$ cat src/rtl/vmm_pkg.sv
package vmm_pkg;

    // configuration register width and register indexes
    localparam int CFG_W = 7;
    localparam logic CFG_ROW_COUNT    = 1'b0;
    localparam logic CFG_COLUMN_COUNT = 1'b1;

    // request commands
    localparam logic CMD_VECTOR = 1'b0;
    localparam logic CMD_MATRIX = 1'b1;

    // depth of the queue between front and back
    localparam int QUEUE_DEPTH = 4;

    // classification of one queued request
    typedef struct packed {
        logic cmd;
        logic first_row;
        logic last_row;
        logic last_col;
    } entry_flags_t;

endpackage

$ cat src/rtl/vmm_front.sv
module vmm_front #(
    parameter int MAX_DIM    = 64,
    parameter int DATA_WIDTH = 32
) (
    input  logic                        clk,
    input  logic                        rst_n,
    input  logic                        cfg_write,
    input  logic                        cfg_index,
    input  logic [vmm_pkg::CFG_W-1:0]   cfg_data,
    input  logic                        in_valid,
    output logic                        in_stall,
    input  logic                        cmd,
    input  logic [DATA_WIDTH-1:0]       value,
    input  logic                        q_full,
    output logic                        push,
    output vmm_pkg::entry_flags_t       ent_flags,
    output logic [DATA_WIDTH-1:0]       ent_value,
    output logic [$clog2(MAX_DIM)-1:0]  ent_row,
    output logic [$clog2(MAX_DIM)-1:0]  ent_col
);
    import vmm_pkg::*;

    localparam int IDX_W = $clog2(MAX_DIM);
    localparam int CW    = (IDX_W + 1 > CFG_W) ? IDX_W + 1 : CFG_W;

    logic [CFG_W-1:0] row_count_reg, row_count_next;
    logic [CFG_W-1:0] column_count_reg, column_count_next;
    logic [IDX_W-1:0] load_idx_reg, load_idx_next;
    logic [IDX_W-1:0] row_reg, row_next;
    logic [IDX_W-1:0] col_reg, col_next;
    logic [IDX_W-1:0] rows_m1;
    logic [IDX_W-1:0] cols_m1;

    // clamp count to 1..MAX_DIM, return last position
    function automatic logic [IDX_W-1:0] last_pos(input logic [CFG_W-1:0] cnt);
        logic [CW-1:0] ext;
        ext = CW'(cnt);
        if (ext == '0)
            ext = CW'(1);
        else if (ext > CW'(MAX_DIM))
            ext = CW'(MAX_DIM);
        return IDX_W'(ext - CW'(1));
    endfunction

    assign rows_m1  = last_pos(row_count_reg);
    assign cols_m1  = last_pos(column_count_reg);
    assign in_stall = q_full;
    assign push     = in_valid && !q_full;

    assign ent_value           = value;
    assign ent_row             = (cmd == CMD_VECTOR) ? load_idx_reg : row_reg;
    assign ent_col             = col_reg;
    assign ent_flags.cmd       = cmd;
    assign ent_flags.first_row = (row_reg == '0);
    assign ent_flags.last_row  = (row_reg == rows_m1);
    assign ent_flags.last_col  = (col_reg == cols_m1);

    always_comb
    begin
        row_count_next    = row_count_reg;
        column_count_next = column_count_reg;
        load_idx_next     = load_idx_reg;
        row_next          = row_reg;
        col_next          = col_reg;
        if (cfg_write)
        begin
            case (cfg_index)
                CFG_ROW_COUNT:    row_count_next = cfg_data;
                CFG_COLUMN_COUNT: column_count_next = cfg_data;
                default:          ;
            endcase
            load_idx_next = '0;
            row_next      = '0;
            col_next      = '0;
        end
        else if (push)
        begin
            if (cmd == CMD_VECTOR)
            begin
                load_idx_next = (load_idx_reg == rows_m1) ? '0 : load_idx_reg + 1'b1;
            end
            else if (col_reg == cols_m1)
            begin
                col_next = '0;
                row_next = (row_reg == rows_m1) ? '0 : row_reg + 1'b1;
            end
            else
            begin
                col_next = col_reg + 1'b1;
            end
        end
    end

    always_ff @(posedge clk or negedge rst_n)
    begin
        if (!rst_n)
        begin
            row_count_reg    <= CFG_W'(1);
            column_count_reg <= CFG_W'(1);
            load_idx_reg     <= '0;
            row_reg          <= '0;
            col_reg          <= '0;
        end
        else
        begin
            row_count_reg    <= row_count_next;
            column_count_reg <= column_count_next;
            load_idx_reg     <= load_idx_next;
            row_reg          <= row_next;
            col_reg          <= col_next;
        end
    end

endmodule

$ cat config.mk
export PLATFORM = sky130hd
export DESIGN_NAME = vmm_front
export DESIGN_NICKNAME = d
export VERILOG_FILES = /design/src/rtl/vmm_pkg.sv /design/src/rtl/vmm_front.sv
export SDC_FILE = /design/constraint.sdc
export NUM_CORES = 1
export LEC_CHECK = 0
export ABC_AREA = 0
export CAP_MARGIN = 20
export CORE_UTILIZATION = 41
export DETAILED_ROUTE_END_ITERATION = 6
export DONT_BUFFER_PORTS = 1
export HOLD_SLACK_MARGIN = 0.05
export PLACE_DENSITY = 0.62
export SETUP_SLACK_MARGIN = 0.05
export SLEW_MARGIN = 20
export SYNTH_ARGS = -nofsm -noshare
export SYNTH_HDL_FRONTEND = slang
export SYNTH_SLANG_ARGS = --single-unit
export TNS_END_PERCENT = 50
$ cat constraint.sdc
create_clock -name clk -period 3.63 [get_ports clk]
set_input_delay 0.726 -clock clk [delete_from_list [all_inputs] [get_ports clk]]
set_output_delay 0.726 -clock clk [all_outputs]
set_load 0.01 [all_outputs]
### Word-level counts from Yosys, hierarchy flattened

Cells that the tools add are included.

| storage, ports and cells | value |
|---|---|
| register bits | 32 |
| bits of input ports | 46 |
| logic and storage cells | 48 |
| output and inout port bits | 50 |

| cells by class | value |
|---|---|
| mux-type cells | 18 |
| magnitude comparators | 2 |
| reduce and logical (&&, ||, !) cells | 13 |
| bitwise operators | 1 |
| equal/unequal tests | 4 |
| add/subtract/negate cells | 5 |

Operator list:

| kind | count |
|---|---|
| 2-to-1 mux 6 bit | 18 |
| adder 6 x 1 -> 6 bit (second input constant) | 3 |
| equality test 6 bit | 3 |
| greater-than comparator 7 bit (second input constant) | 2 |
| logical NOT 7 bit | 2 |
| subtractor 6 x 1 -> 6 bit (second input constant) | 2 |
| AND reduction 2 bit | 4 |
| logical NOT 6 bit | 1 |
| nonzero test 2 bit | 3 |
| AND reduction 3 bit | 1 |
| != test 2 bit (second input constant) | 1 |
| logical AND 1 bit | 1 |
| logical NOT 1 bit | 1 |
| NOT 1 bit | 1 |

### Longest topological paths before layout

| logic depth | value |
|---|---|
| word-level depth | 10 |
| mapped depth | 13 |
| mapped depth without buffers | 11 |

### Worst setup path before layout

OpenSTA, ideal clock, no wires.

| path | value |
|---|---|
| path kind | reg2out |
| start point | register column_count_reg[1] |
| end point | output ent_flags[0] in the netlist's numbering |
| slack | 0.596 ns |
| required time | 2.904 ns |
| stages on the path, launching flop included | 12 |
| buffers on the path | 1 |
| arrival | 2.308 ns |
| path through | dfrtp_1 or4_1 buf_2 nor2_1 o21ai_0 ha_1 xor2_1 xnor2_1 o211ai_1 nor3_1 nand2_1 inv_1 |

RTL lines:

| element | line | text |
|---|---|---|
| start, declared | vmm_front.sv:27 | `logic [CFG_W-1:0] column_count_reg, column_count_next;` |
| start signal, assigned | vmm_front.sv:107 | `column_count_reg <= column_count_next;` |
| end, declared | vmm_front.sv:16 | `output vmm_pkg::entry_flags_t ent_flags,` |

==> impl_results.md <==
* Number of setup violations in the final report at 0
* Routed Antenna Nets at 0
* Share of final-layout standard cells stronger than drive strength 1 at 0.179
* Commonest cells after routing, fill and taps aside: sky130_fd_sc_hd__dfrtp_1 (30), sky130_fd_sc_hd__nand2_1 (22), sky130_fd_sc_hd__mux2_2 (18)
* H-tree depth at 2
* Sort of element at the end of the critical path: output pin
* IR drop worst, VDD at 139 uV
* 1st-iter DRT viols at 106
* Total number of clock tree sinks at 32
* Slowest cell delay on critical path at around 590 ps
* Multiplexer share of the synthesized area at 0.0875
* Max Cap Violations at 0
* Die width at 79.0 um
* Number of instances resized during post-cts repair at 1
* Fin Clk Skew at between 3 and 4 ps
* TritonCTS clock tree: built
* Number of synthesis warnings at 0
* Required time at the endpoint of the critical path at 2900 ps
* Crit path launch type: flip-flop
* Initial core utilization at 0.434
* Number of buffers inserted for hold repair after clock tree synthesis at 0
* Mapped Cells at 266
* Total length of routed wires at about 5200 um
* Mapped cell area at between 2000 and 2500 um2
* Final Critical Period at 3410 ps
* Final hold slack at between 100 and 150 ps
* Area share of the leading cell type in the synthesized netlist at 0.309
* Gr usage total at 0.172
* Final GP Congestion at 0.791
* Number of placement rows at 27
* Post-route fraction of the period consumed by the critical path at 0.940
* Longest Clk Path Bufs at 2
* Dominant cell type by area after synthesis: sky130_fd_sc_hd__dfrtp_1
* Wire length per cell at 16.9 um
* Worst path top cell family by delay: simple AND/OR/NAND/NOR gates
* Buf/Inv on CP at 1
* First-pass GRT wire length at 8380 um
* Number of iterations in the first detailed-routing pass at 4
* Fraction of registers with async set or reset after synthesis at 1.00
* Worst Path Class, Setup: reg -> out
* Clk Tree Root Cell: sky130_fd_sc_hd__clkbuf_8
* Most common library cell in the layout ignoring fill and taps: sky130_fd_sc_hd__dfrtp_1
* Critical-path cell list: or4_4 > nor2_1 > o21ai_0 > ha_1 > xor2_1 > xnor2_1 > o211ai_1 > nor3_2 > nand2_1 > inv_1
* Largest net degree at the start of global routing at 33
* Post-synth net total at between 300 and 400
* Slowest-stage cell, CP: sky130_fd_sc_hd__or4_4
* Final Power at approximately 960 uW
* Post-synth top flop: sky130_fd_sc_hd__dfrtp_1
* Number of port buffers at 0
* Dominant combinational cell family by area after synthesis: simple AND/OR/NAND/NOR gates
* Pwr per Cell Area at about 410 nW/um2
* Full die area at 6240 um2
* Number of enable flip-flop cells after synthesis at 0
* Worst max-slew margin expressed relative to the limit at 0.625
* Post-CTS setup buffer count at 0
* Die H at between 70 and 80 um
* Sequential element share of the synthesized area at 0.330
* Top achievable clock speed at ~290 MHz
* Adder-Cell Fraction of Synth Area at 0.0309
* Number of nets in the layout at 285
* Transition time at the pin with the least slew margin at 560 ps
* Post-synthesis xor/xnor area fraction at 0.0648
* Number of buffers created by CTS at 5
* Status: completed
* Count of final max-slew check failures at 0
* Setup TNS Final at 0 ps
* Static leakage at 0.000999 uW
* Remaining global-route overflow at 0
* Number of vias after detailed routing at 1760
* Ant diodes at 0
* Final hold violation count at 0
* Final cell count without fillers at 306
* Area contributors post-synth: sky130_fd_sc_hd__dfrtp_1 (31%), sky130_fd_sc_hd__buf_4 (10%), sky130_fd_sc_hd__mux2_2 (8.3%)
* Half-perimeter wire length after detailed placement at 3810 um
* Area fraction in compound gates after synthesis at 0.156
* Post-synthesis to final-layout area growth at -2.83%
* Maximum fanout encountered on the critical timing path at 7
* Number of antenna violations at the first check in global routing at 0
* Clock latency at the later pin of the worst-skew pair at 290 ps
* Worst hold path class: in -> async
* Clock Pin Slew Worst Setup and Hold Paths at around 70 ps
* Area of the core at 5610 um2
* Residual DRC count at 0
* Synthesized flop and latch total at 32
* Unrepaired setup endpoints after global routing: false
* Worst EP arrival at 2680 ps
* Routed via count divided by cell count at 5.75
* Via count of the first global-routing pass at approximately 1700
* Synth Area in Simple Gates at 0.194
* Netlist cell types at between 50 and 60
* Number of top-level pins at 96
* DP Cell Count at 298
* Average footprint of a synthesized cell at 9.14 um2
-- path summary, 6_finish.rpt --
check	from	endpoint	slack (ps)	depth (start not counted)
worst max-delay path	column_count_reg[2]$_DFFE_PN0P_	ent_flags[0]	220	10
worst min-delay path	rst_n	load_idx_reg[3]$_DFFE_PN0P_	120	0
worst max register to register	row_count_reg[2]$_DFFE_PN0P_	load_idx_reg[5]$_DFFE_PN0P_	500	11
worst min register to register	load_idx_reg[1]$_DFFE_PN0P_	load_idx_reg[1]$_DFFE_PN0P_	600	2
max in group asynchronous	rst_n	column_count_reg[0]$_DFFE_PN1P_	3320	0
min in group clk	cfg_write	ent_col[3]$_DFFE_PN0P_	490	1
-- cells by family after synthesis --
kind of cell,after synthesis
AOI/OAI and AO/OA,52
DFF,32
buffers and inverters,52
and+or+nand+nor,87
adders and majority gates,6
xor gates and xnor gates,18
muxes,19
-- Yosys cell counts, types with 4 or more instances --
cell                       number
sky130_fd_sc_hd__buf_4         34
sky130_fd_sc_hd__dfrtp_1       30
sky130_fd_sc_hd__nand2_1       22
sky130_fd_sc_hd__mux2_2        18
sky130_fd_sc_hd__nor2_1        14
sky130_fd_sc_hd__xor2_1        11
sky130_fd_sc_hd__a21oi_1       10
sky130_fd_sc_hd__inv_1         10
sky130_fd_sc_hd__nand3_1       10
sky130_fd_sc_hd__o21ai_0       10
sky130_fd_sc_hd__xnor2_1        7
sky130_fd_sc_hd__and3_1         6
sky130_fd_sc_hd__clkbuf_1       6
sky130_fd_sc_hd__ha_1           6
sky130_fd_sc_hd__nor3_1         6
sky130_fd_sc_hd__nor3b_1        5
sky130_fd_sc_hd__o21ai_1        4
-- power by group --
group / internal, uW / leakage (uW) / switching (uW) / total, uW
Clock: 203 / 0.0000541 / 144 / 347
Sequential: 384 / 0.000414 / 42.3 / 426
Combinational: 93.2 / 0.000531 / 95.6 / 189
-- layout make-up --
type	count	area, um2
Timing Repair Buffer	2	15.0
Sequential cell	32	803
Multi-Input combinational cell	182	1310
Fill cell	584	3250
Clock inverter	3	42.5
Clock buffer	5	68.8
Tap cell	72	90.1
Inverter	10	37.5
-- through the flow --
step                setup slack (ps)  area (um2)  utilization
finish                           219        2360        0.421
global route                    53.9        2360        0.421
CTS                              141        2360        0.420
detailed placement               374        2240        0.400
global placement                 447        2240        0.400
floorplan                        596        2430            -
-- per-layer routing --
layer	part of all wire	vias to the layer above	track usage	routed length (um)
met5	0	-	0	0
met4	0.010	0	0.0527	53
met3	0.063	10	0.0586	328
met2	0.47	36	0.273	2440
met1	0.45	871	0.220	2350
li1	-	843	-	-
-- worst register-to-register path, cell delays in order, from the launching register on --
cell,delay (ps)
sky130_fd_sc_hd__dfrtp_1,420
sky130_fd_sc_hd__nor3_2,330
sky130_fd_sc_hd__a21o_2,190
sky130_fd_sc_hd__nand2_1,80
sky130_fd_sc_hd__ha_1,340
sky130_fd_sc_hd__xnor2_1,140
sky130_fd_sc_hd__a21oi_1,110
sky130_fd_sc_hd__nand3_1,70
sky130_fd_sc_hd__or4_4,540
sky130_fd_sc_hd__o311ai_4,440
sky130_fd_sc_hd__nor2_1,90
sky130_fd_sc_hd__a211o_1,270
Note: power is estimated with default switching activity, not from simulation.
