### config.mk
export PLATFORM = sky130hd
export DESIGN_NAME = vmm_back
export DESIGN_NICKNAME = d
export VERILOG_FILES = /design/src/rtl/vmm_pkg.sv /design/src/rtl/vmm_back.sv
export SDC_FILE = /design/constraint.sdc
export NUM_CORES = 2
export LEC_CHECK = 0
export ABC_AREA = 0
export BUFFER_PORTS_ARGS = -buffer_cell sky130_fd_sc_hd__buf_4
export CORE_MARGIN = 1
export CORE_UTILIZATION = 55
export DETAILED_ROUTE_END_ITERATION = 10
export PLACE_DENSITY = 0.71
export SYNTH_ARGS = -nofsm -noshare
export SYNTH_HDL_FRONTEND = slang
export SYNTH_SLANG_ARGS = --single-unit
### constraint.sdc
create_clock -name clk -period 7.5 [get_ports clk]
set_clock_uncertainty 0.05 [all_clocks]
set_input_delay 0.375 -clock clk [delete_from_list [all_inputs] [get_ports clk]]
set_output_delay 0.375 -clock clk [all_outputs]
set_load 0.02 [all_outputs]
### src/rtl/vmm_pkg.sv
package vmm_pkg;

    // configuration register width and register indexes
    localparam int CFG_W = 7;
    localparam logic CFG_ROW_COUNT    = 1'b0;
    localparam logic CFG_COLUMN_COUNT = 1'b1;

    // request commands
    localparam logic CMD_VECTOR = 1'b0;
    localparam logic CMD_MATRIX = 1'b1;

    // depth of the queue between front and back
    localparam int QUEUE_DEPTH = 4;

    // classification of one queued request
    typedef struct packed {
        logic cmd;
        logic first_row;
        logic last_row;
        logic last_col;
    } entry_flags_t;

endpackage

### src/rtl/vmm_back.sv
module vmm_back #(
    parameter int MAX_DIM    = 64,
    parameter int DATA_WIDTH = 32
) (
    input  logic                        clk,
    input  logic                        rst_n,
    input  logic                        q_empty,
    output logic                        pop,
    input  vmm_pkg::entry_flags_t       ent_flags,
    input  logic [DATA_WIDTH-1:0]       ent_value,
    input  logic [$clog2(MAX_DIM)-1:0]  ent_row,
    input  logic [$clog2(MAX_DIM)-1:0]  ent_col,
    output logic                        out_valid,
    input  logic                        out_stall,
    output logic [DATA_WIDTH-1:0]       product_value,
    output logic [$clog2(MAX_DIM)-1:0]  column_index,
    output logic                        last_flag
);
    import vmm_pkg::*;

    localparam int IDX_W = $clog2(MAX_DIM);
    localparam int H     = (DATA_WIDTH + 1) / 2;   // low half width
    localparam int L     = DATA_WIDTH - H;         // high half width

    localparam logic [2:0] ST_IDLE = 3'd0;
    localparam logic [2:0] ST_READ = 3'd1;
    localparam logic [2:0] ST_MUL  = 3'd2;
    localparam logic [2:0] ST_SUM  = 3'd3;
    localparam logic [2:0] ST_ACC  = 3'd4;

    logic [DATA_WIDTH-1:0] vector_store [MAX_DIM];
    logic [DATA_WIDTH-1:0] column_acc   [MAX_DIM];

    logic [2:0]            state_reg, state_next;
    logic                  out_valid_reg, out_valid_next;
    logic [DATA_WIDTH-1:0] product_value_reg;
    logic [IDX_W-1:0]      column_index_reg;
    logic                  last_flag_reg;

    logic [DATA_WIDTH-1:0] work_value_reg;
    logic [IDX_W-1:0]      work_row_reg;
    logic [IDX_W-1:0]      work_col_reg;
    entry_flags_t          work_flags_reg;
    logic [DATA_WIDTH-1:0] vec_rd_reg;
    logic [DATA_WIDTH-1:0] acc_rd_reg;
    logic [DATA_WIDTH-1:0] pp_ll_reg;
    logic [L-1:0]          pp_lh_reg;
    logic [L-1:0]          pp_hl_reg;
    logic [DATA_WIDTH-1:0] prod_reg;

    logic [2*H-1:0]        ll_full;
    logic [L-1:0]          lh_prod;
    logic [L-1:0]          hl_prod;
    logic [DATA_WIDTH-1:0] prod_next;
    logic [DATA_WIDTH-1:0] acc_sum;
    logic                  vec_we;
    logic                  acc_we;
    logic                  load_work;
    logic                  out_load;

    // split multiply: only the low DATA_WIDTH bits of the product are kept
    assign ll_full   = (2*H)'(vec_rd_reg[H-1:0]) * (2*H)'(work_value_reg[H-1:0]);
    assign lh_prod   = L'(vec_rd_reg[H-1:0]) * work_value_reg[DATA_WIDTH-1:H];
    assign hl_prod   = vec_rd_reg[DATA_WIDTH-1:H] * L'(work_value_reg[H-1:0]);
    assign prod_next = pp_ll_reg + {L'(pp_lh_reg + pp_hl_reg), H'(0)};
    // first row overwrites, so a never-written accumulator is not used
    assign acc_sum   = (work_flags_reg.first_row ? '0 : acc_rd_reg) + prod_reg;

    always_comb
    begin
        state_next = state_reg;
        pop        = 1'b0;
        vec_we     = 1'b0;
        acc_we     = 1'b0;
        load_work  = 1'b0;
        out_load   = 1'b0;
        case (state_reg)
            ST_IDLE:
            begin
                if (!q_empty)
                begin
                    pop = 1'b1;
                    if (ent_flags.cmd == CMD_VECTOR)
                    begin
                        vec_we = 1'b1;
                    end
                    else
                    begin
                        load_work  = 1'b1;
                        state_next = ST_READ;
                    end
                end
            end
            ST_READ: state_next = ST_MUL;
            ST_MUL:  state_next = ST_SUM;
            ST_SUM:  state_next = ST_ACC;
            ST_ACC:
            begin
                if (!work_flags_reg.last_row)
                begin
                    acc_we     = 1'b1;
                    state_next = ST_IDLE;
                end
                else if (!out_valid_reg || !out_stall)
                begin
                    acc_we     = 1'b1;
                    out_load   = 1'b1;
                    state_next = ST_IDLE;
                end
            end
            default: state_next = ST_IDLE;
        endcase
    end

    always_comb
    begin
        out_valid_next = out_valid_reg;
        if (out_load)
            out_valid_next = 1'b1;
        else if (!out_stall)
            out_valid_next = 1'b0;
    end

    always_ff @(posedge clk or negedge rst_n)
    begin
        if (!rst_n)
        begin
            state_reg     <= ST_IDLE;
            out_valid_reg <= 1'b0;
        end
        else
        begin
            state_reg     <= state_next;
            out_valid_reg <= out_valid_next;
        end
    end

    always_ff @(posedge clk)
    begin
        if (load_work)
        begin
            work_value_reg <= ent_value;
            work_row_reg   <= ent_row;
            work_col_reg   <= ent_col;
            work_flags_reg <= ent_flags;
        end
        if (state_reg == ST_MUL)
        begin
            pp_ll_reg <= ll_full[DATA_WIDTH-1:0];
            pp_lh_reg <= lh_prod;
            pp_hl_reg <= hl_prod;
        end
        if (state_reg == ST_SUM)
            prod_reg <= prod_next;
        if (out_load)
        begin
            product_value_reg <= acc_sum;
            column_index_reg  <= work_col_reg;
            last_flag_reg     <= work_flags_reg.last_col;
        end
    end

    // vector store and column accumulators, registered reads
    always_ff @(posedge clk)
    begin
        if (vec_we)
            vector_store[ent_row] <= ent_value;
        if (acc_we)
            column_acc[work_col_reg] <= acc_sum;
        vec_rd_reg <= vector_store[work_row_reg];
        acc_rd_reg <= column_acc[work_col_reg];
    end

    assign out_valid     = out_valid_reg;
    assign product_value = product_value_reg;
    assign column_index  = column_index_reg;
    assign last_flag     = last_flag_reg;

endmodule

## After elaboration in Yosys (flattened, before gate mapping)

Memories as Yosys holds them, arrays and structs flattened. A register that Yosys moved wholly into a read port is not among the register bits.
Cells that the tools add are included.

| word-level totals | value |
|---|---|
| logic and storage cells | 61 |
| register bits | 186 |
| memory bits (writable) | 4,096 |
| memories | 2 |
| output and inout bits | 41 |

| operators by class | value |
|---|---|
| $add $sub $neg | 3 |
| multiplexer cells | 25 |
| $mul | 3 |
| reduce and logical (&&, ||, !) cells | 5 |
| eq/ne operators | 8 |

Memory list:

| name | words | bits a word | read ports | clocked after Yosys merged registers in | write ports | line | RTL |
|---|---|---|---|---|---|---|---|
| column_acc | 64 | 32 | 1 | 1 | 1 | vmm_back.sv:32 | `logic [DATA_WIDTH-1:0] column_acc [MAX_DIM];` |
| vector_store | 64 | 32 | 1 | 1 | 1 | vmm_back.sv:31 | `logic [DATA_WIDTH-1:0] vector_store [MAX_DIM];` |

Operators by type and width:

| operator | count |
|---|---|
| 32-bit adder | 2 |
| 16-bit by 16-bit multiplier with 16-bit output | 2 |
| 16-bit by 16-bit multiplier with 32-bit output | 1 |
| 32-bit two-way mux | 1 |
| 1-bit two-way mux | 19 |
| 16-bit adder | 1 |
| 3-bit case mux with 5 select lines | 1 |
| 3-bit two-way mux | 4 |
| 3-bit by 2-bit == test with 1-bit output, second input constant | 2 |
| 2-bit != test, second input constant | 2 |
| 3-bit by 1-bit == test with 1-bit output, second input constant | 1 |
| 3-bit == test, second input constant | 1 |
| 3-bit zero test | 1 |
| 3-bit != test, second input constant | 1 |
| 3-bit AND reduction | 1 |
| 1-bit zero test | 2 |
| 2-bit by 1-bit != test with 1-bit output, second input constant | 1 |
| 1-bit logical OR | 1 |

## Longest topological paths before layout

| logic depth | value |
|---|---|
| depth after elaboration | 7 |
| gate-level depth with buffers | 25 |
| gate-level depth less buffers | 22 |

## Worst setup path before layout

OpenSTA, ideal clock, no wires.

| path | value |
|---|---|
| kind | reg2reg |
| start | reg vec_rd_reg[12], read port of vector_store |
| end | reg pp_ll_reg[24], data pin |
| slack | 1,315 ps |
| data arrival time | 5,876 ps |
| required time | 7,191 ps |
| clock period less this slack | 6,185 ps |
| cell stages (with the launch flop) | 23 |
| path through | dfxtp_1 -> clkbuf_1 -> clkbuf_1 -> nand2_1 -> fa_1 -> fa_1 -> fa_1 -> inv_1 -> fa_1 -> fa_1 -> inv_1 -> fa_1 -> inv_1 -> ha_1 -> clkbuf_1 -> a2111oi_0 -> o21ai_1 -> a221oi_1 -> o21ai_1 -> a31o_2 -> a21o_1 -> a21oi_1 -> xnor2_1 |

| between the ends | value |
|---|---|
| word-level cells in the longest chain between the ends | 1 |

Ends and longest elaborated chain:

| item | line | RTL |
|---|---|---|
| start, declared | vmm_back.sv:44 | `logic [DATA_WIDTH-1:0] vec_rd_reg;` |
| 16-bit by 16-bit multiplier with 32-bit output | vmm_back.sv:62 | `assign ll_full = (2*H)'(vec_rd_reg[H-1:0]) * (2*H)'(work_value_reg[H-1:0]);` |
| net ll_full[24] | vmm_back.sv:51 | `logic [2*H-1:0] ll_full;` |
| end signal, assigned | vmm_back.sv:149 | `pp_ll_reg <= ll_full[DATA_WIDTH-1:0];` |
| end, declared | vmm_back.sv:46 | `logic [DATA_WIDTH-1:0] pp_ll_reg;` |

The timed path passes the listed nets, and every way through them passes these cells.
A chain may end at the register's enable or synchronous reset.

## Worst setup path in the final report

| path | value |
|---|---|
| start | reg vec_rd_reg[14], read port of vector_store |
| end | reg pp_ll_reg[31], data pin |

The elaborated chain is that of the path after synthesis.

==> results.toml <==
[run]
cap_violations = 0

[global_routing]
grt_pass1_wl_um = 657000
grt_usage = 0.281
grt_max_degree = 147
grt_pass1_vias = 93593
antenna_found_initial = 41
grt_overflow_total = 0

[detailed_routing]
dr_total_vias = 94750
wl_um = 459000
wire_per_inst_um = 31.8
dr.pass1.iters = 6
antenna_left = 0
drtIter0Drc = 12259
via_per_inst = 6.57
drc = 0

[pwr]
total_power_uw = 90500
p_per_area_nw_per_um2 = 455
power.leakage_uw = 0.0649
ir_drop_uv = 1660

[critical_path]
crit_arrival_ns = 7.52
critPathCaptureType = "register"
required_ns = 8.19
path_max_fanout = 18
startpoint_type = "register"
crit_type = "reg -> reg"

[synth]
netlist_instances = 9423
ys_seq_elements = 4346
yosys-top-cells-area = "edfxtp_1, mux4_2, fa_1, a22oi_1, ha_1"
yosys_warnings = 0
ys_seq_area_frac = 0.732
yosysMostFrequentCell = "edfxtp_1"
yosysTopAreaCell = "edfxtp_1"
synthFlopType = "edfxtp_1"
synth_fp_nets = 10095
synth_edf_count = 4278
synth_common_cells = "edfxtp_1, mux4_2, a22oi_1, inv_1, nand2_1"
synth_cell_type_count = 72
async_flop_share = 0.000920
avgSynthCellArea_um2 = 18.8
synth_top_area_share = 0.725
syn_area_um2 = 177000

[cells_and_area]
top_regs = "column_acc: 2048 flops, vector_store: 2048 flops"
drive_gt1_frac = 0.179
fin_util = 0.620
ff_latch_area_um2 = 130000
fillCellCount = 21670
multiInputGateArea_um2 = 44900
final_net_count = 10428
syn2layout_area_growth_pct = 12.2

[cts]
cts_tree = "yes"
cts_resized = 0
cts_buffer_depth = 4
insertion_delay_ns = 1.00
root_buffer = "clkbuf_16"
clkTransAtPathRegs_ns = 0.06
numClockSinks = 4346
cts-htree-levels = 5
numCtsBuffers = 414

[place]
io_buffers = 92
place.gp.congestion = 0.871
hpwl_um = 263000

[timing]
fin_setup_tns_ns = 0
setup_violations = 0
fin_crit_sh = 0.911
drv_slew = 0
rsz0062_at_grt = "false"
worstMarginPinSlew_ns = 1.15
fmax_mhz = 146
finalHoldViolCount = 0
holdWs_ns = 0.0792
slew_headroom = 0.228
period_minus_slack_ns = 6.83

[floorplanning]
io-pin-count = 93
die_w_um = 570
die_h_um = 570
die_area_um2 = 325000
num_rows = 208
initial_utilization = 0.553
core_um2 = 321000

[status]
outcome = "complete, no violations"

[worst_hold_path]
hold_path.class = "in -> reg"
[final timing paths]
kind | endpoint | startpoint | slack, ns | depth (start not counted)
min in group asynchronous | out_valid | rst_n | 0.26 | 3
max in group asynchronous | state_reg[2] | rst_n | 6.96 | 3
worst min register to register | prod_reg[14] | pp_ll_reg[14] | 0.36 | 0
worst min-delay path | work_col_reg[4] | ent_col[4] | 0.08 | 2
worst max-delay path | pp_ll_reg[31] | vec_rd_reg[14] | 0.67 | 19
worst max register to register | pp_ll_reg[31] | vec_rd_reg[14] | 0.67 | 19
[layout by cell type (no fill, tap or decap), types with 34 or more instances in the layout]
cell / instances
dfxtp_1: 64
xnor2_1: 100
a21oi_1: 160
a31oi_1: 184
and2_1: 207
inv_1: 492
nor2_1: 61
nand3_1: 49
nand4_1: 88
fa_1: 357
buf_4: 354
clkinv_2: 65
clkbuf_16: 420
nor2_4: 133
dlygate4sd3_1: 52
a21o_1: 34
a22oi_1: 659
o21ai_0: 45
clkinv_1: 92
clkbuf_1: 105
mux4_2: 667
edfxtp_1: 4278
a22o_1: 183
nor2b_1: 45
bufinv_16: 40
a221oi_1: 186
nand2_1: 388
ha_1: 262
[final cells by class]
cell class,instances,share of cell area
clock inverter,236,0.0120
tap,4305,0.0271
sequential,4346,0.653
multi-input combinational,4075,0.226
timing repair buffer,426,0.0180
inverter,493,0.00930
clock buffer,527,0.0550
antenna,17,0.000214
[repair_timing]
| item | 4_1_cts | 5_1_grt |
|---|---|---|
| hold buffers | 52 | 0 |
| hold endpoints to repair | 2069 | 0 |
| buffers inserted | 0 | 0 |
[logic make-up after synthesis]
kind of cell | synth area share
multiplexers | 0.0854
AND/OR/NAND/NOR | 0.0297
XOR/XNOR | 0.00751
adder cells (fa/ha/maj) | 0.0589
buffers and inverters | 0.0221
AO/OA/AOI/OAI | 0.0641
flip-flops | 0.732
[through the flow]
step	setup slack (ns)	instances	cell area [µm²]
5_1_grt	0.349	14414	199000
3_3_place_gp	0.823	13593	185000
2_1_floorplan	1.31	9423	177000
6_report	0.670	14425	199000
3_5_place_dp	0.742	13593	185000
4_1_cts	0.721	14408	199000
[worst max-delay path: stages (launching register included)]
cell and delay, ns:
dfxtp_1 0.89, nand2_1 0.19, fa_1 0.54, fa_1 0.55, inv_1 0.05, fa_1 0.50
fa_1 0.52, fa_1 0.49, inv_1 0.05, fa_1 0.48, inv_1 0.04, ha_1 0.41
and4_1 0.30, and3_1 0.17, o211ai_1 0.15, a21oi_1 0.38, o2111ai_1 0.21, a31oi_1 0.29
nor4_1 0.09, a311oi_1 0.26
[routing by layer]
metal  track usage  vias up  part of all wire
met3        0.0574      801              0.11
met5             0        -           0.00027
met4        0.0943       16             0.034
met1         0.406    49422              0.39
met2         0.433     6038              0.47
li1              -    38473                 -
[where the power goes]
group,internal (µW),total [µW],switching [µW]
Combinational,14200,37500,23300
Clock,11700,20600,8890
Sequential,31900,32400,536
Total,57800,90500,32700
No activity file was read; power rests on OpenSTA's default activity.
