File: config.mk
export PLATFORM = sky130hd
export DESIGN_NAME = vmm_queue
export DESIGN_NICKNAME = d
export VERILOG_FILES = /design/src/rtl/vmm_pkg.sv /design/src/rtl/vmm_queue.sv
export SDC_FILE = /design/constraint.sdc
export NUM_CORES = 1
export LEC_CHECK = 0
export ABC_CLOCK_PERIOD_IN_PS = 2750
export BUFFER_PORTS_ARGS = -buffer_cell sky130_fd_sc_hd__clkbuf_2
export CAP_MARGIN = 20
export CORE_MARGIN = 2
export CORE_UTILIZATION = 37
export DETAILED_ROUTE_END_ITERATION = 7
export PLACE_DENSITY_LB_ADDON = 0.15
export SKIP_CTS_REPAIR_TIMING = 1
export SYNTH_ARGS = -nofsm -noshare
export SYNTH_HDL_FRONTEND = slang
export SYNTH_SLANG_ARGS = --single-unit
export TNS_END_PERCENT = 30
File: constraint.sdc
create_clock -name clk -period 2.75 [get_ports clk]
set_clock_uncertainty 0.15 [all_clocks]
set_input_delay 0.1375 -clock clk [delete_from_list [all_inputs] [get_ports clk]]
set_output_delay 0.1375 -clock clk [all_outputs]
set_load 0.01 [all_outputs]
File: src/rtl/vmm_pkg.sv
package vmm_pkg;

    // configuration register width and register indexes
    localparam int CFG_W = 7;
    localparam logic CFG_ROW_COUNT    = 1'b0;
    localparam logic CFG_COLUMN_COUNT = 1'b1;

    // request commands
    localparam logic CMD_VECTOR = 1'b0;
    localparam logic CMD_MATRIX = 1'b1;

    // depth of the queue between front and back
    localparam int QUEUE_DEPTH = 4;

    // classification of one queued request
    typedef struct packed {
        logic cmd;
        logic first_row;
        logic last_row;
        logic last_col;
    } entry_flags_t;

endpackage

File: src/rtl/vmm_queue.sv
module vmm_queue #(
    parameter int WIDTH = 8,
    parameter int DEPTH = 4
) (
    input  logic             clk,
    input  logic             rst_n,
    input  logic             push,
    input  logic [WIDTH-1:0] wdata,
    input  logic             pop,
    output logic [WIDTH-1:0] rdata,
    output logic             full,
    output logic             empty
);
    import vmm_pkg::*;

    localparam int PTR_W = (DEPTH > 1) ? $clog2(DEPTH) : 1;
    localparam int CNT_W = $clog2(DEPTH + 1);

    logic [WIDTH-1:0] entry_reg [DEPTH];
    logic [PTR_W-1:0] wr_ptr_reg, wr_ptr_next;
    logic [PTR_W-1:0] rd_ptr_reg, rd_ptr_next;
    logic [CNT_W-1:0] count_reg, count_next;
    logic             do_push;
    logic             do_pop;

    assign full    = (count_reg == CNT_W'(DEPTH));
    assign empty   = (count_reg == '0);
    assign do_push = push && !full;
    assign do_pop  = pop && !empty;
    assign rdata   = entry_reg[rd_ptr_reg];

    always_comb
    begin
        wr_ptr_next = wr_ptr_reg;
        rd_ptr_next = rd_ptr_reg;
        count_next  = count_reg;
        if (do_push)
            wr_ptr_next = (wr_ptr_reg == PTR_W'(DEPTH - 1)) ? '0 : wr_ptr_reg + 1'b1;
        if (do_pop)
            rd_ptr_next = (rd_ptr_reg == PTR_W'(DEPTH - 1)) ? '0 : rd_ptr_reg + 1'b1;
        if (do_push && !do_pop)
            count_next = count_reg + 1'b1;
        else if (do_pop && !do_push)
            count_next = count_reg - 1'b1;
    end

    always_ff @(posedge clk or negedge rst_n)
    begin
        if (!rst_n)
        begin
            wr_ptr_reg <= '0;
            rd_ptr_reg <= '0;
            count_reg  <= '0;
        end
        else
        begin
            wr_ptr_reg <= wr_ptr_next;
            rd_ptr_reg <= rd_ptr_next;
            count_reg  <= count_next;
        end
    end

    always_ff @(posedge clk)
    begin
        if (do_push)
            entry_reg[wr_ptr_reg] <= wdata;
    end

endmodule

# Word level (Yosys, flattened, before mapping)
# Memory sizes are Yosys's and may differ from the RTL's.
# Cells that the tools add are included.
[totals]
input_bits = 12
reg_bits = 7
elab_cells = 27
n_memories = 1
ram_bits = 32
[memory_table]
columns = ["memory", "depth", "word_bits", "read_ports", "rd_ports_with_merged_regs", "write_ports", "line", "source"]
rows = [
  ["entry_reg", 4, 8, 1, 0, 1, "vmm_queue.sv:19", "logic [WIDTH-1:0] entry_reg [DEPTH];"],
]
[op_classes]
mux = 6
n_reduce_logical = 10
add_sub_neg = 4
eq_ne = 3
[ops]
columns = ["op", "n"]
rows = [
  ["two-way mux 3 bit", 2],
  ["adder 2 x 1 -> 2 bit (second input constant)", 2],
  ["equality test 2 bit (second input constant)", 2],
  ["logical AND 1 bit", 4],
  ["zero test 1 bit", 4],
  ["two-way mux 2 bit", 2],
  ["adder 3 x 1 -> 3 bit (second input constant)", 1],
  ["equality test 3 bit (second input constant)", 1],
  ["zero test 3 bit", 1],
  ["subtractor 3 x 1 -> 3 bit (second input constant)", 1],
  ["two-way mux 1 bit", 2],
  ["nonzero test 2 bit", 1],
]

# Logic depth before layout (Yosys ltp)
# Gate-level depths: netlist of the first run.
[depth]
ltp_word = 7
mapped_depth = 9
ltp_nobuf = 8

# Worst setup path before layout of the first run
# No wires, ideal clock.
[synth_path]
kind = "register to register"
start = "register count_reg[0]"
end = "register count_reg[2]"
stages_incl_launch_ff = 9
required_time_ns = 2.521
n_path_buf = 0
t_arrival_ns = 1.984
period_less_slack_ns = 2.214
setup_ns = 0.079
setup_slack_ns = 0.536
cell_sequence = "dfrtp_1 -> nor3_1 -> nand2b_4 -> ha_1 -> inv_1 -> fa_1 -> xor2_1 -> nor2_1 -> xor2_1"
[synth_between]
elab_chain_cells = 6
elab_cells_between_ends = 15
classes_between = "add/sub: 2; eq/ne: 1; mux: 2; reduce/logical: 10"
[synth_rtl]
columns = ["item", "line", "source"]
rows = [
  ["start: declaration", "vmm_queue.sv:22", "logic [CNT_W-1:0] count_reg, count_next;"],
  ["start signal: assignment", "vmm_queue.sv:59", "count_reg <= count_next;"],
  ["zero test 3 bit (*)", "vmm_queue.sv:27", "assign empty = (count_reg == '0);"],
  ["net empty", "vmm_queue.sv:12", "output logic empty"],
  ["zero test 1 bit (*)", "vmm_queue.sv:29", "assign do_pop = pop && !empty;"],
  ["logical AND 1 bit (*)", "vmm_queue.sv:29", ""],
  ["zero test 1 bit", "vmm_queue.sv:41", "if (do_push && !do_pop)"],
  ["logical AND 1 bit", "vmm_queue.sv:41", ""],
  ["two-way mux 3 bit / nonzero test 2 bit (equally long branches)", "--", ""],
]
# The timed path passes the listed nets; every way through them passes the cells marked *. The select of a mux whose other input is x is not followed.
# A chain may end at the register's enable or synchronous reset.

# Worst setup path after layout of the first run
[layout_path]
start = "register count_reg[1]"
end = "register count_reg[2]"
[layout_between]
elab_chain_cells = 6
elab_cells_between_ends = 15
classes_between = "add/sub: 2; eq/ne: 1; mux: 2; reduce/logical: 10"
[layout_rtl]
columns = ["item"]
rows = [
  ["parallel branches: the longest is 6 deep, another holds subtractor 3 x 1 -> 3 bit"],
]
# Parallel ways; which one is timed is not known. The select of a mux whose other input is x is not followed.

==> results of run 1 <==
-- where the power goes --
group | switching [mW] | total (mW) | leakage, nW | internal [mW]
combinational | 0.267 | 0.619 | 0.319 | 0.352
sequential | 0.141 | 0.940 | 0.375 | 0.799
clock | 0.188 | 0.360 | 0.0392 | 0.172
-- final cells by class --
cell class              instances  area, sq um  area share
inverters                       3         11.3     0.00579
flip-flops and latches         39         1140       0.584
repair buffers                 30          195       0.100
clock buffers                   5         68.8      0.0354
multi-input cells              34          453       0.233
well taps                      52         65.1      0.0335
clock inverters                 3         15.0     0.00772
-- worst max path at each step --
stage          cells past startpoint           end  slack [ns]         start
5_1_grt                            8  count_reg[2]        0.41  count_reg[0]
3_3_place_gp                       8  count_reg[2]        0.64  count_reg[0]
3_5_place_dp                       8  count_reg[2]        0.60  count_reg[0]
2_1_floorplan                      8  count_reg[2]        0.54  count_reg[0]
6_report                           8  count_reg[2]        0.56  count_reg[1]
4_1_cts                            8  count_reg[2]        0.54  count_reg[1]
-- metal layers --
layer | share of wire | GRT usage
met1 | 0.44 | 0.133
met2 | 0.49 | 0.189
met3 | 0.038 | 0.0361
met4 | 0.028 | 0.0769
met5 | 0 | 0
-- cells by family after synthesis --
family | share of synthesized area
xor+xnor | 0.0162
fa+ha+maj | 0.0587
buf+inv | 0.0193
flops | 0.701
mux | 0.151
simple gates | 0.0541
-- cell usage in the layout, fill, tap and decap left out, drive strengths merged --
master and n:
and2 4, dfrtp 7, edfxtp 32, dlygate4sd3 9
clkinv 2, nand2b 1, ha 6, fa 1
mux4 8, nor3 1, clkbuf 26, nor3b 1
mux2 5, xnor2 1, clkinvlp 1, xor2 2
inv 3, nor2 3, nor2b 1
-- stage by stage --
stage,hold slack [ns],std cells
finish,0.0628,166
global route,0.0658,166
CTS,-0.481,157
detailed placement,-0.166,149
global placement,-0.163,149
floorplan,-0.308,79
==> impl_metrics.tcl, run 1 <==
set metrics [dict create \
    crit_type "register to register" \
    holdCritPathClass "input port to async pin" \
    leakage_nw 0.733 \
    required_ns 2.81 \
    synth-seq-area-share 0.701 \
    fin_nets 132 \
    worstMarginPinSlew_ns 0.600 \
    worst_path_max_delay_cell "dfrtp_1" \
    design_area_sq_um 1940 \
    fin_crit_ns 2.19 \
    layout-drive-gt1-share 0.412 \
    initial_core_util 0.377 \
    hold_violations 0 \
    outcome "complete, no violations" \
    powerDensity_nw_per_um2 987 \
    cts_sinks 39 \
    fin_util 0.453 \
    setup_viol 0 \
    dpl.hpwl_microns 1680 \
    synth_top_area_frac 0.593 \
    core_area_sq_um 4290 \
    numPortBuffers 21 \
    nFillCells 369 \
    synth_area_leader_cell "edfxtp_1" \
    row_count 24 \
    grt_use_total 0.117 \
    yosys_most_used_dff "edfxtp_1" \
    cpPeakStageDelay_ns 0.46 \
    clkLatencyLatePin_ns 0.29 \
    totalWireLength_microns 2500 \
    vias 787 \
    fin_ws_ns 0.558 \
    crit_chain "nor3_1 -> nand2b_4 -> ha_1 -> inv_1 -> fa_1 -> xor2_1 -> nor2_1 -> xor2_1" \
    cts_buffers 5 \
    yosys-top-cells-count "edfxtp_1 (32), mux4_2 (8), dfrtp_1 (7)" \
    ant_nets 0 \
    worstSetupEndpointType "register" \
    rr_worst_depth 8 \
    r2r_end "count_reg[2]" \
    syn_avg_cell_area_sq_um 20.5 \
    place_area_sq_um 1770 \
    area_growth_pct 20.0 \
    synth_area_sq_um 1620 \
    yosysWarnings 0 \
    clk_pin_slew_ns 0.07 \
    dieArea_sq_um 4920 \
    synth-seq-cells 39 \
    fin_crit_sh 0.797 \
    drt-initial-drc-count 34 \
    cts_tree "built" \
    synth_edf_count 32 \
    dp_worst_setup_slack_ns 0.599 \
    rsz0062_at_grt "no" \
    arrival_ns 2.25 \
    r2r_slack_ns 0.56 \
    drc 0 \
    async_flop_share 0.179 \
    grt_pass1_vias 857 \
    crit_buf_inv 1 \
    p_total_mw 1.92 \
    relSlewSlack 0.600 \
    critPathTopFamily "adder cells" \
    fmax_ghz 0.456 \
    slew_viol_final 0 \
    synth_most_common_cell "edfxtp_1" \
    grt_max_degree 13 \
    htreeDepth 2 \
    die_w_microns 70.2 \
    first_pass_iters 4 \
    wire_per_inst_microns 15.1 \
    ios 22 \
    diodes 0 \
    clockBufferDepth 2 \
    root_buffer "clkbuf_8" \
    startpoint_type "register" \
    maxCapViolations 0 \
    largest_reg_flops 32 \
    grt_overflow 0 \
    viasPerCell 4.74 \
    reg2reg_from "count_reg[1]" \
    vdd_ir_drop_max_mv 0.515 \
    place.gp.congestion 0.684 \
    synth_nets 98 \
    critPathMaxFanout 4 \
    antenna_found_initial 0 \
    dieHeight_microns 70.2 \
    synth_area_leaders "edfxtp_1 (59%), mux4_2 (11%), dfrtp_1 (11%)" \
    grt_pass1_wl_microns 4130 \
    ys_types 19 \
    critPathMostFrequentCell "xor2_1" \
    fin_setup_tns_ns 0 \
    syn-instance-count 79 \
]
Power figures use the tool's default switching activity.
==> run 2, diff against run 1 <==
--- a/config.mk
+++ b/config.mk
@@ -5,7 +5,8 @@
 export SDC_FILE = /design/constraint.sdc
 export NUM_CORES = 1
 export LEC_CHECK = 0
-export ABC_CLOCK_PERIOD_IN_PS = 2750
+export ABC_AREA = 1
+export ABC_CLOCK_PERIOD_IN_PS = 2120
 export BUFFER_PORTS_ARGS = -buffer_cell sky130_fd_sc_hd__clkbuf_2
 export CAP_MARGIN = 20
 export CORE_MARGIN = 2
==> constraint.sdc (replaced) <==
create_clock -name clk -period 2.12 [get_ports clk]
set_clock_uncertainty 0.15 [all_clocks]
set_input_delay 0.106 -clock clk [delete_from_list [all_inputs] [get_ports clk]]
set_output_delay 0.106 -clock clk [all_outputs]
set_load 0.01 [all_outputs]
==> run 2 against run 1 <==
Compared with the run above: synthesized area up 8.6%; register-to-register slack got worse by 0.38 ns; global-route usage grew 1.7 points; fmax up 13%; sequential power increased by 20%; clock power grew 100%; design area grew 12%; worst hold slack got worse by 0.023 ns; synthesized cell count up 95%; via count rose by 48%.
==> impl_metrics.tcl, run 2 <==
set metrics [dict create \
    cts_sinks 39 \
    synth_area_leader_cell "edfxtp_1" \
    grt_overflow 0 \
    drc 0 \
    ys_types 16 \
    powerDensity_nw_per_um2 1350 \
    fin_util 0.468 \
    largest_reg_flops 32 \
    syn_avg_cell_area_sq_um 11.4 \
    first_pass_iters 4 \
    row_count 25 \
    antenna_found_initial 0 \
    crit_type "register to register" \
    fin_ws_ns 0.182 \
    cts_tree "built" \
    final_cell_mix "nand2_1 (37), edfxtp_1 (32), inv_1 (31)" \
    slew_viol_final 0 \
    dp_cells 230 \
    fin_crit_ns 1.94 \
    core_area_sq_um 4660 \
    fin_nets 214 \
    die_w_microns 73.0 \
    setup_viol 0 \
    grt_max_degree 36 \
    dieArea_sq_um 5320 \
    area_growth_pct 24.1 \
    fin_cells 250 \
    yosys-top-cells-count "nand2_1 (38), edfxtp_1 (32), inv_1 (31)" \
    startpoint_type "register" \
    critPathMaxFanout 4 \
    maxCapViolations 0 \
    outcome "complete, no violations" \
    wire_per_inst_microns 12.4 \
    viasPerCell 4.66 \
    fin_setup_tns_ns 0 \
    required_ns 2.14 \
    dpl.hpwl_microns 2130 \
    grt_pass1_vias 1073 \
    numPortBuffers 21 \
    holdCritPathClass "input port to async pin" \
    fin_crit_sh 0.914 \
    synth_top_area_frac 0.546 \
    worstMarginPinSlew_ns 0.343 \
    place.gp.congestion 0.725 \
    vdd_ir_drop_max_mv 0.615 \
    syn-instance-count 154 \
    grt_pass1_wl_microns 5180 \
    leakage_nw 0.983 \
    htreeDepth 2 \
    drt-initial-drc-count 61 \
    hold_violations 0 \
    clkLatencyLatePin_ns 0.28 \
    relSlewSlack 0.771 \
    clockBufferDepth 2 \
    synth_area_leaders "edfxtp_1 (55%), dfrtp_1 (10%), nand2_1 (8.1%)" \
    totalWireLength_microns 3110 \
    dp_worst_setup_slack_ns 0.0934 \
    synth_nets 173 \
    final_common_cell "nand2_1" \
    dieHeight_microns 73.0 \
    clk_pin_slew_ns 0.07 \
    yosysWarnings 0 \
    ant_nets 0 \
    rsz0062_at_grt "no" \
    grt_use_total 0.134 \
    async_flop_share 0.179 \
    synth_edf_count 32 \
    root_buffer "clkbuf_8" \
    diodes 0 \
    initial_core_util 0.377 \
    vias 1164 \
    worstSetupEndpointType "register" \
    synth-seq-cells 39 \
    yosys_most_used_dff "edfxtp_1" \
    synth_area_sq_um 1760 \
    whs_ns 0.0400 \
    layout-drive-gt1-share 0.209 \
    fmax_ghz 0.516 \
    synth_most_common_cell "nand2_1" \
    ios 22 \
    synth-seq-area-share 0.646 \
    cts_buffers 5 \
    arrival_ns 1.95 \
]
[run 2: changes by cell type after synthesis, moves of 2 or more]
cell,delta
nor2_1,+3
nand2_1,+38
o211ai_1,+15
and2_2,-4
mux2_4,-2
xor2_1,-2
mux4_2,-8
nand3_1,+7
mux2_2,-3
buf_6,+4
inv_1,+28
[run 2: layout make-up]
cell class | count | area [sq um]
multi-input cells | 78 | 459
clock inverters | 2 | 60.1
well taps | 54 | 67.6
flip-flops and latches | 39 | 1140
fillers | 443 | 2480
inverters | 32 | 120
clock buffers | 6 | 72.6
repair buffers | 39 | 268
[run 2: metrics by stage]
step	instance area [sq um]	power, mW
after floorplan	1760	1.90
after global routing	2180	3.17
after CTS	2050	2.94
after global placement	1920	2.16
after detailed placement	1920	2.21
final	2180	2.94
[run 2: worst paths after layout]
kind / slack, ns / endpoint / cells after the start / from
worst min register to register: 0.39 / count_reg[2] / 2 / count_reg[2]
max in group asynchronous: 1.60 / rd_ptr_reg[1] / 2 / rst_n
worst max register to register: 0.18 / count_reg[1] / 9 / count_reg[0]
worst max-delay path: 0.18 / count_reg[1] / 9 / count_reg[0]
worst min-delay path: 0.04 / count_reg[1] / 2 / rst_n
min in group clk: 0.39 / count_reg[2] / 2 / count_reg[2]
[run 2: power breakdown]
group | switching (mW) | total, mW | internal [mW]
logic | 0.662 | 1.08 | 0.423
clock network | 0.258 | 0.728 | 0.471
registers | 0.0981 | 1.13 | 1.03
total | 1.02 | 2.94 | 1.92
[run 2: worst max-delay path: stages, from the launching register on]
cell	delay [ns]
dfrtp_1	0.43
inv_2	0.09
nand3_2	0.11
nand2_2	0.12
inv_1	0.05
ha_1	0.20
inv_1	0.09
fa_1	0.42
nand2_1	0.08
o21ai_0	0.08
[run 2: cells by family (layout without fill, tap and decap cells)]
logic type	after synthesis	in the layout	synth area share
AOI/OAI and AO/OA	17	17	0.0740
xor gates and xnor gates	1	1	0.00498
adders and majority gates	7	7	0.0541
buffers and inverters	37	79	0.100
DFF	39	39	0.646
and+or+nand+nor	53	53	0.121
[run 2: routing by layer]
metal	routed length, microns	share of wire	vias to the layer above	track usage
met5	0	0	-	0
met4	43	0.014	0	0.0556
met3	93	0.030	5	0.0331
met2	1500	0.48	20	0.207
met1	1470	0.47	549	0.181
li1	-	-	590	-
==> run 3, diff against run 2 <==
--- a/config.mk
+++ b/config.mk
@@ -6,7 +6,7 @@
 export NUM_CORES = 1
 export LEC_CHECK = 0
 export ABC_AREA = 1
-export ABC_CLOCK_PERIOD_IN_PS = 2120
+export ABC_CLOCK_PERIOD_IN_PS = 2000
 export BUFFER_PORTS_ARGS = -buffer_cell sky130_fd_sc_hd__clkbuf_2
 export CAP_MARGIN = 20
 export CORE_MARGIN = 2
==> constraint.sdc (replaced) <==
create_clock -name clk -period 2 [get_ports clk]
set_clock_uncertainty 0.15 [all_clocks]
set_input_delay 0.1 -clock clk [delete_from_list [all_inputs] [get_ports clk]]
set_output_delay 0.1 -clock clk [all_outputs]
set_load 0.01 [all_outputs]
==> run 3 against run 2 <==
Compared with the run above: design area is 0.97% higher; first-iteration DRC count is 21% higher; via count is 2.4% lower; clock-buffer cell count is 1 lower; fmax is 2.4% higher; power is 7.7% higher; wire length is 2.1% higher; largest power group is now combinational logic.
==> impl_metrics.tcl, run 3 (same netlist as run 2, synthesis figures left out) <==
set metrics [dict create \
    grt_pass1_vias 1100 \
    startpoint_type "register" \
    largest_reg_flops 32 \
    p_total_mw 3.17 \
    fin_setup_tns_ns 0 \
    clk_pin_slew_ns 0.08 \
    critPathMaxFanout 4 \
    viasPerCell 4.53 \
    ios 22 \
    vias 1136 \
    numPortBuffers 21 \
    wire_per_inst_microns 12.6 \
    critPathTopFamily "adder cells" \
    powerDensity_nw_per_um2 1440 \
    area_growth_pct 25.3 \
    crit_buf_inv 3 \
    fin_crit_sh 0.947 \
    dieHeight_microns 73.0 \
    design_area_sq_um 2200 \
    core_area_sq_um 4660 \
    drc 0 \
    initial_core_util 0.377 \
    fmax_ghz 0.528 \
    vdd_ir_drop_max_mv 0.556 \
    required_ns 2.03 \
    cts_sinks 39 \
    final_cell_mix "nand2_1 (37), edfxtp_1 (32), inv_1 (29)" \
    die_w_microns 73.0 \
    worst_path_max_delay_cell "fa_2" \
    diodes 0 \
    critPathMostFrequentCell "inv_1" \
    clkLatencyLatePin_ns 0.29 \
    holdCritPathClass "input port to async pin" \
    setup_viol 0 \
    final_common_cell "nand2_1" \
    fin_nets 215 \
    dp_worst_setup_slack_ns 0.00485 \
    grt_use_total 0.136 \
    fin_crit_ns 1.89 \
    dieArea_sq_um 5320 \
    grt_max_degree 36 \
    root_buffer "clkbuf_8" \
    slew_viol_final 0 \
    maxCapViolations 0 \
    totalWireLength_microns 3170 \
    cts_buffers 5 \
    htreeDepth 2 \
    drt-initial-drc-count 74 \
    crit_chain "inv_2 -> nand3_2 -> nand2_2 -> inv_1 -> ha_2 -> inv_1 -> fa_2 -> nand2_1 -> o21ai_2" \
    hold_violations 0 \
    row_count 25 \
    dpl.hpwl_microns 2120 \
    worstMarginPinSlew_ns 0.331 \
    grt_overflow 0 \
    leakage_nw 0.983 \
    grt_pass1_wl_microns 5310 \
    place_area_sq_um 1930 \
    antenna_found_initial 0 \
    cpPeakStageDelay_ns 0.44 \
    clockBufferDepth 2 \
    layout-drive-gt1-share 0.249 \
    crit_type "register to register" \
    rsz0062_at_grt "yes" \
    outcome "complete, no violations" \
    nFillCells 436 \
    arrival_ns 1.92 \
    first_pass_iters 4 \
    relSlewSlack 0.779 \
    fin_ws_ns 0.107 \
    place.gp.congestion 0.698 \
    ant_nets 0 \
    cts_tree "built" \
    worstSetupEndpointType "register" \
]
## run 3: final cells by class
class	count	area, sq um	share of cell area
multi-input cells	78	468	0.212
repair buffers	40	275	0.125
flip-flops and latches	39	1140	0.516
clock inverters	3	67.6	0.0306
well taps	54	67.6	0.0306
clock buffers	5	68.8	0.0312
inverters	32	120	0.0545
## run 3: power breakdown
| part | internal [mW] | switching [mW] | total [mW] |
|---|---|---|---|
| Sequential | 1.09 | 0.0996 | 1.19 |
| Clock | 0.497 | 0.274 | 0.771 |
| Combinational | 0.475 | 0.728 | 1.20 |
## run 3: routing by layer
layer  up-vias  part of all wire  track usage
li1        590                 -            -
met1       526              0.46        0.176
met2        15              0.49        0.217
met3         5             0.030       0.0414
met4         0             0.015       0.0494
met5         -                 0            0
## run 3: path summary, 6_finish.rpt
path	start	cells past startpoint	slack [ns]	to
worst max-delay path	count_reg[1]	9	0.11	count_reg[1]
min in group clk	wr_ptr_reg[1]	2	0.39	wr_ptr_reg[1]
worst min-delay path	rst_n	2	0.03	count_reg[2]
max in group asynchronous	rst_n	2	1.49	count_reg[0]
worst max register to register	count_reg[1]	9	0.11	count_reg[1]
worst min register to register	wr_ptr_reg[1]	2	0.39	wr_ptr_reg[1]
## run 3: metrics by stage
step	hold slack [ns]	utilization	instances
2_1_floorplan	-0.346	-	154
3_3_place_gp	-0.199	0.414	231
3_5_place_dp	-0.195	0.414	231
4_1_cts	-0.516	0.443	239
5_1_grt	0.0639	0.473	251
6_report	0.0272	0.473	251
